[src/whp_pkg.sv]
// ----------------------------------------------------------------------------
// whp_pkg
// Shared widths, command codes and register indexes of the weighted
// histogram peak finder.
// ----------------------------------------------------------------------------
package whp_pkg;

  localparam int unsigned CMD_W      = 2;
  localparam int unsigned Z_W        = 24;
  localparam int unsigned WGT_W      = 24;
  localparam int unsigned SCALE_W    = 24;
  localparam int unsigned SUM_W      = 32;
  localparam int unsigned BIDX_W     = 10;
  localparam int unsigned SCALE_FRAC = 16;
  localparam int unsigned PROD_W     = Z_W + SCALE_W;
  localparam int unsigned CFG_IDX_W  = 2;
  localparam int unsigned CFG_W      = 24;

  localparam logic [CMD_W-1:0] CMD_CLEAR    = 2'd0;
  localparam logic [CMD_W-1:0] CMD_FILL     = 2'd1;
  localparam logic [CMD_W-1:0] CMD_FIND     = 2'd2;
  localparam logic [CMD_W-1:0] CMD_SUPPRESS = 2'd3;

  localparam logic [CFG_IDX_W-1:0] CFG_Z_LOW     = 2'd0;
  localparam logic [CFG_IDX_W-1:0] CFG_Z_HIGH    = 2'd1;
  localparam logic [CFG_IDX_W-1:0] CFG_BIN_SCALE = 2'd2;

  localparam logic [Z_W-1:0]     Z_LOW_RST     = 24'h800000;
  localparam logic [Z_W-1:0]     Z_HIGH_RST    = 24'h7FFFFF;
  localparam logic [SCALE_W-1:0] BIN_SCALE_RST = 24'h010000;

endpackage

[src/whp_bin_map.sv]
// ----------------------------------------------------------------------------
// whp_bin_map
// Maps a z position to a histogram bin: range check and offset times
// reciprocal bin width, registered, then the bin bound check.
// ----------------------------------------------------------------------------
module whp_bin_map #(
  parameter int unsigned NUM_BINS = 1024,
  localparam int unsigned BinW = $clog2(NUM_BINS)
) (
  input  logic                             clk_i,
  input  logic signed [whp_pkg::Z_W-1:0]   z_pos_i,
  input  logic signed [whp_pkg::Z_W-1:0]   z_low_i,
  input  logic signed [whp_pkg::Z_W-1:0]   z_high_i,
  input  logic        [whp_pkg::SCALE_W-1:0] bin_scale_i,
  output logic                             ok_o,
  output logic        [BinW-1:0]           bin_o
);

  import whp_pkg::*;

  localparam int unsigned BinFieldW = PROD_W - SCALE_FRAC;

  logic signed [Z_W:0]   diff;
  logic [Z_W-1:0]        offset;
  logic                  in_range;
  logic [PROD_W-1:0]     prod_q;
  logic                  in_range_q;

  assign diff     = {z_pos_i[Z_W-1], z_pos_i} - {z_low_i[Z_W-1], z_low_i};
  assign offset   = diff[Z_W-1:0];
  assign in_range = (z_pos_i >= z_low_i) && (z_pos_i < z_high_i);

  always_ff @(posedge clk_i) begin
    in_range_q <= in_range;
    prod_q     <= PROD_W'(offset) * PROD_W'(bin_scale_i);
  end

  assign ok_o  = in_range_q && (prod_q[PROD_W-1:SCALE_FRAC] < BinFieldW'(NUM_BINS));
  assign bin_o = prod_q[SCALE_FRAC +: BinW];

endmodule

[config.mk]
export PLATFORM = sky130hd
export DESIGN_NAME = whp_bin_map
export DESIGN_NICKNAME = d
export VERILOG_FILES = /design/src/whp_pkg.sv /design/src/whp_bin_map.sv
export SDC_FILE = /design/constraint.sdc
export NUM_CORES = 1
export LEC_CHECK = 0
export BUFFER_PORTS_ARGS = -buffer_cell sky130_fd_sc_hd__clkbuf_2
export CAP_MARGIN = 20
export CORE_MARGIN = 2
export CORE_UTILIZATION = 40
export DETAILED_ROUTE_END_ITERATION = 10
export PLACE_DENSITY_LB_ADDON = 0.12
export SETUP_SLACK_MARGIN = 0.05
export SYNTH_ARGS = -nofsm -noshare
export SYNTH_HDL_FRONTEND = slang
export SYNTH_SLANG_ARGS = --single-unit
[constraint.sdc]
create_clock -name clk_i -period 9.1 [get_ports clk_i]
set_input_delay 0.91 -clock clk_i [delete_from_list [all_inputs] [get_ports clk_i]]
set_output_delay 0.91 -clock clk_i [all_outputs]
set_load 0.05 [all_outputs]
Yosys cells after proc, flatten, opt, wreduce, memory -nomap -nowiden
Index checks and enable logic that the tools add are counted.
{"block": "word_totals", "regBits": 49, "in_bits": 97, "elab_cells": 9}
{"block": "op_classes", "add_sub_neg": 1, "multipliers": 1, "magnitude_cmp": 3, "reduce_logical": 2}
{"cell": "$mul 24x24->48", "count": 1}
{"cell": "$lt 32x11->1 const B", "count": 1}
{"cell": "$ge 24x24->1", "count": 1}
{"cell": "$lt 24x24->1", "count": 1}
{"cell": "$sub 24x24->24", "count": 1}
{"cell": "$logic_and 1x1->1", "count": 2}

Longest topological paths before layout
Gate-level depths: netlist (run 1).
{"block": "depth", "ltp_word": 2, "mapped_depth": 36}

Worst setup path before layout (run 1)
Ideal clock, no wire load.
{"block": "synth_path", "path_type": "input -> register", "startpoint": "input z_pos_i[0] (netlist name)", "endpoint": "register prod_q[39]", "setup_time_ns": 0.122, "arrival_time_ns": 8.665, "slack_ns": 0.313, "stages": 34, "path_buffers": 1, "cell_sequence": "inv_1 -> ha_1 -> fa_1 -> nor2b_1 -> o21ai_1 -> a21o_1 -> and2_4 -> o221a_4 -> a21oi_2 -> o21ai_2 -> a311o_1 -> buf_6 -> and2_1 -> fa_1 -> fa_1 -> inv_1 -> fa_1 -> fa_1 -> inv_1 -> fa_1 -> fa_1 -> inv_1 -> fa_1 -> inv_1 -> ha_1 -> a21oi_1 -> o21bai_1 -> a21o_1 -> a21oi_1 -> nor2b_1 -> or2_2 -> o21ai_0 -> nand2_1 -> o311a_1"}
{"block": "synth_between", "elab_chain_cells": 2}
{"item": "start, declared", "line_no": "whp_bin_map.sv:11", "source": "input logic signed [whp_pkg::Z_W-1:0] z_pos_i,"}
{"item": "$sub 24x24->24", "line_no": "whp_bin_map.sv:29", "source": "assign diff = {z_pos_i[Z_W-1], z_pos_i} - {z_low_i[Z_W-1], z_low_i};"}
{"item": "$mul 24x24->48", "line_no": "whp_bin_map.sv:35", "source": "prod_q <= PROD_W'(offset) * PROD_W'(bin_scale_i);"}
{"item": "end signal, assigned", "line_no": "whp_bin_map.sv:35"}
{"item": "end, declared", "line_no": "whp_bin_map.sv:26", "source": "logic [PROD_W-1:0] prod_q;"}
No other way between the ends.

Worst setup path after layout (run 1)
Same ends and word-level chain as after synthesis.

==> results.json, run 1 <==
{
  "multi_input_area_um2": 18500,
  "synth_edf_count": 0,
  "max-slew-margin-rel_pct": 48.6,
  "grt_pass1_wl_um": 96600,
  "arrival_ps": 8950,
  "maxCapViolCount": 0,
  "cts_buffer_depth": 2,
  "critical_path_class": "in2reg",
  "antenna_found_initial": 1,
  "post_synth_num_cell_types": 66,
  "post-route-min-period_ps": 8780,
  "ys.flop_type": "dfxtp_1",
  "postSynthAreaPerCell_um2": 8.85,
  "synth_area_um2": 21500,
  "drive_gt1_share_pct": 13.4,
  "synth_top_cell_area_share_pct": 44.8,
  "io_buffers": 107,
  "gr-total-overflow": 0,
  "synth.area.top_cells": "fa_1 45%, ha_1 13%, inv_1 10%",
  "critPathRequiredTime_ps": 9270,
  "wl_per_cell_um": 17.8,
  "regArea_um2": 661,
  "num_vias": 16000,
  "die_x_um": 236,
  "synth_seq_area_share_pct": 3.07,
  "tightest_slew_ps": 767,
  "crit_top_cell": "fa_1",
  "setup_violations": 0,
  "die_area_um2": 55700,
  "ctsHoldBuffers": 0,
  "pre_cts_ws_ps": -228,
  "io_pins": 108,
  "finalMaxSlewViolations": 0,
  "via_per_inst": 4.88,
  "hpwl_um": 49200,
  "critPathSlowestCell": "fa_1",
  "fin_crit_sh_pct": 96.5,
  "final_nets": 3386,
  "ys_warn_count": 0,
  "holdCritStartpoint": "z_pos_i[23]",
  "drt-total-wl_um": 58500,
  "ys_ff_latch": 33,
  "synth-async-reset-ratio_pct": 0,
  "cp-end-kind": "flip-flop",
  "setup_ws_ps": 320,
  "rsz0062_at_grt": "false",
  "netlist_instances": 2433,
  "status": "completed",
  "max_freq_ghz": 0.114,
  "track_usage_pct": 21.9,
  "cts_tree": "built",
  "cts-root-buf": "clkbuf_16",
  "drc_errors": 0,
  "clk_pin_slew_ps": 50,
  "fillers": 5300,
  "cts_num_sinks": 33,
  "max_stage_delay_ps": 580,
  "syn2layout_area_growth_pct": 13.1,
  "synth_nets": 3229,
  "numCtsBuffers": 5,
  "crit_path_start": "z_pos_i[0]",
  "grt_pass1_vias": 17500,
  "hold_viol": 0,
  "gp_congestion": 0.818,
  "worstPathMaxFanout": 6,
  "drt-initial-drc-count": 641,
  "coreArea_um2": 53500,
  "antenna_left": 0,
  "start_util_pct": 40.3,
  "hold_path.class": "in2reg",
  "dr.pass1.iters": 5,
  "grt_max_degree": 25,
  "final_core_util_pct": 45.5,
  "die_y_um": 236,
  "rows": 85,
  "yosys.area.top_type": "fa_1",
  "h-tree-depth": 2,
  "start_kind": "primary input"
}
[flip-flops by register name, indices dropped and copies added, names as in the netlist]
name / flops
in_range_q: 1
prod_q: 32
[synthesized netlist by cell type, types with 8 or more instances]
master and instances:
nor2b_1 41, nor4_1 8, ha_1 217, inv_1 596
nor2_1 34, xor2_1 17, nand3_1 15, a21o_1 50
fa_1 482, a21oi_1 63, buf_4 11, nand4_1 12
dfxtp_1 33, xnor2_1 33, nand2_1 253, o21ai_0 32
clkbuf_1 88, and2_1 320, nand2b_1 21
[final timing paths]
check | to | slack, ps | cells past startpoint
setup / recovery | prod_q[39]$_DFF_P_ | 320 | 33
hold / removal | in_range_q$_DFF_P_ | 1080 | 3
[critical path: cells and delay by family]
kind / cells / cell delay [ps]
buffers and inverters: 7 / 790
AOI/OAI and AO/OA: 7 / 1200
xor gates and xnor gates: 1 / 370
adders and majority gates: 10 / 4490
and+or+nand+nor: 8 / 1150
[stage by stage]
step | area [um^2] | hold slack [ps] | TNS [ps] | cells
after floorplan | 21500 | 1180 | 0 | 2433
after global placement | 23800 | 1350 | -577 | 3270
after detailed placement | 23800 | 1370 | -1370 | 3270
after CTS | 24000 | 1070 | 0 | 3278
after global routing | 24400 | 1080 | 0 | 3287
final | 24400 | 1080 | 0 | 3288
[layer usage]
metal / GRT usage [%] / up-vias / share of wire (%)
met1: 32.7 / 8257 / 49
met5: 0 / - / 0.027
met3: 2.42 / 30 / 4.3
met2: 35.8 / 245 / 46
li1: - / 7507 / -
met4: 1.68 / 2 / 0.60
[cell usage in the layout, fill, tap and decap left out, types with 10 or more instances in the layout]
| master | n |
|---|---|
| a21o_1 | 50 |
| xnor2_1 | 19 |
| and2_1 | 320 |
| nand2b_1 | 21 |
| o21ai_0 | 24 |
| xnor2_2 | 11 |
| nand3_1 | 14 |
| clkbuf_2 | 107 |
| a21oi_1 | 53 |
| fa_1 | 475 |
| inv_1 | 596 |
| dfxtp_1 | 33 |
| nand4_1 | 12 |
| nor2b_1 | 40 |
| xor2_1 | 14 |
| buf_12 | 13 |
| nand2_1 | 252 |
| buf_4 | 134 |
| nor2_1 | 32 |
| a21oi_2 | 10 |
| ha_1 | 215 |
[area by class of cell]
type	count	share of cell area [%]
repair buffers	259	7.71
clock inverters	1	0.123
multi-input cells	1695	76.1
inverters	596	9.18
clock buffers	7	0.586
flip-flops and latches	33	2.71
diodes	1	0.0103
well taps	696	3.57
[repair_timing]
action	4_1_cts	5_1_grt
setup endpoints to repair	1	22
pin swaps	0	21
resized for setup	1	56
buffers inserted	0	6
gates cloned	0	3
[logic make-up (layout without fill, tap and decap cells)]
logic type	after synthesis	in the layout	synth area share [%]
DFF	33	33	3.07
xor gates and xnor gates	52	52	2.18
and+or+nand+nor	742	742	18.3
adders and majority gates	699	699	57.4
buffers and inverters	705	863	12.6
muxes	1	1	0.0465
other	0	1	0
AOI/OAI and AO/OA	201	201	6.37
Power of run 1 is not shown: default switching activity piles up to over one toggle a cycle in this logic, so the estimate is an artifact.
==> run 2, diff against run 1 <==
--- a/config.mk
+++ b/config.mk
@@ -7,6 +7,8 @@
 export LEC_CHECK = 0
 export BUFFER_PORTS_ARGS = -buffer_cell sky130_fd_sc_hd__clkbuf_2
 export CAP_MARGIN = 20
+export CELL_PAD_IN_SITES_DETAIL_PLACEMENT = 1
+export CELL_PAD_IN_SITES_GLOBAL_PLACEMENT = 1
 export CORE_MARGIN = 2
 export CORE_UTILIZATION = 40
 export DETAILED_ROUTE_END_ITERATION = 10
==> run 2 against run 1 <==
Non-clock buffer count is 15 higher. Via count grew 2.5%. First-iteration DRC count shrank 2.3%. Die area unchanged. Core utilization rose by 0.33 points. Highest routed layer is now met4. Critical endpoint unchanged.
==> results.json, run 2 (synthesis results as in run 1) <==
{
  "grt_max_degree": 25,
  "worstPathMaxFanout": 5,
  "track_usage_pct": 24.4,
  "cts_num_sinks": 33,
  "dr.pass1.iters": 6,
  "gr-total-overflow": 0,
  "die_x_um": 236,
  "final_nets": 3401,
  "max_freq_ghz": 0.114,
  "wl_per_cell_um": 19.5,
  "rsz0062_at_grt": "true",
  "max-slew-margin-rel_pct": 39.3,
  "hpwl_um": 54700,
  "holdPathStages": 3,
  "placed_cells": 3278,
  "finalMaxSlewViolations": 0,
  "arrival_ps": 8930,
  "crit_top_cell": "fa_1",
  "grt_pass1_vias": 19200,
  "cp-end-kind": "flip-flop",
  "die_y_um": 236,
  "post-route-min-period_ps": 8760,
  "antenna_found_initial": 0,
  "cts-root-buf": "clkbuf_16",
  "layout_commonest_cell": "inv_1",
  "rows": 85,
  "drc_errors": 0,
  "hold_path.class": "in2reg",
  "critPathRequiredTime_ps": 9270,
  "clk_pin_slew_ps": 50,
  "die_area_um2": 55700,
  "via_per_inst": 4.98,
  "critPathBufInv": 10,
  "io_buffers": 107,
  "hold_viol": 0,
  "largest_reg_flops": 32,
  "fin_cells": 3302,
  "cts_buffer_depth": 2,
  "critical_path_class": "in2reg",
  "setup_violations": 0,
  "critPathSlowestCell": "fa_1",
  "status": "completed",
  "regArea_um2": 661,
  "syn2layout_area_growth_pct": 13.9,
  "gp_congestion": 0.850,
  "max_stage_delay_ps": 580,
  "cts_tree": "built",
  "fillers": 6285,
  "numCtsBuffers": 5,
  "cp_top_family": "adder cells",
  "coreArea_um2": 53500,
  "top_regs": "prod_q: 32 flops, in_range_q: 1 flops",
  "final_cell_mix": "596 x inv_1, 469 x fa_1, 317 x and2_1",
  "tightest_slew_ps": 905,
  "drive_gt1_share_pct": 14.7,
  "num_vias": 16400,
  "antenna_left": 0,
  "start_kind": "primary input",
  "drt-initial-drc-count": 626,
  "drt-total-wl_um": 64500,
  "io_pins": 108,
  "h-tree-depth": 2,
  "maxCapViolCount": 0,
  "antennaDiodeCount": 0,
  "start_util_pct": 40.3,
  "regMostFlops": "prod_q",
  "tns_ps": 0,
  "multi_input_area_um2": 18600,
  "holdCritStartpoint": "z_pos_i[23]",
  "hold_end": "in_range_q$_DFF_P_",
  "grt_pass1_wl_um": 106000,
  "fin_crit_sh_pct": 96.2
}
[run 2: cell count changes in the layout (fill, tap and decap cells not counted), sizes merged]
cell,previous run,this run
diode,1,0
clkbuf,116,113
buf,150,166
clkinv,0,1
clkinvlp,0,1
[run 2: tightest hold or removal path: stages]
cell	delay, ps
clkbuf_2	110
ha_1	160
a2111oi_0	110
[run 2: metal layers]
layer  vias to the layer above  wire length [um]  GRT usage (%)
met5                         -                 0              0
met1                      8637             30100           34.2
met4                         0               968           3.80
li1                       7521                 -              -
met3                        46              2170           2.48
met2                       236             31300           41.6
[run 2: worst max-delay path by stage]
stage,from,endpoint,cells after the start
2_1_floorplan,z_pos_i[0],prod_q[39]$_DFF_P_,34
3_3_place_gp,z_low_i[1],prod_q[45]$_DFF_P_,33
3_5_place_dp,z_pos_i[0],prod_q[42]$_DFF_P_,34
4_1_cts,z_pos_i[0],prod_q[39]$_DFF_P_,32
5_1_grt,z_pos_i[0],prod_q[39]$_DFF_P_,38
6_report,z_pos_i[0],prod_q[39]$_DFF_P_,38
[run 2: layout make-up]
class / count / area share [%]
clock buffers: 5 / 0.510
inverters: 596 / 9.12
repair buffers: 274 / 7.99
multi-input cells: 1695 / 76.0
flip-flops and latches: 33 / 2.69
clock inverters: 3 / 0.189
well taps: 696 / 3.55
[run 2: what timing repair did]
item                                    CTS  global route
pin swaps                                 0            47
resized for setup                         4            78
setup buffers                             0            13
hold buffers                              0             0
cloned                                    0             2
endpoints found under the setup margin    4            22
[run 2: metrics by stage]
| step | worst slack (ps) | instance area, um^2 | utilization (%) | hold WS [ps] |
|---|---|---|---|---|
| 2_1_floorplan | 313 | 21500 | - | 1180 |
| 3_3_place_gp | -77.2 | 23900 | 44.6 | 1360 |
| 3_5_place_dp | -238 | 23900 | 44.6 | 1370 |
| 4_1_cts | 57.3 | 24100 | 45.0 | 1080 |
| 5_1_grt | -15.5 | 24500 | 45.9 | 1100 |
| 6_report | 342 | 24500 | 45.9 | 1070 |
Power of run 2 is left out for the same reason.
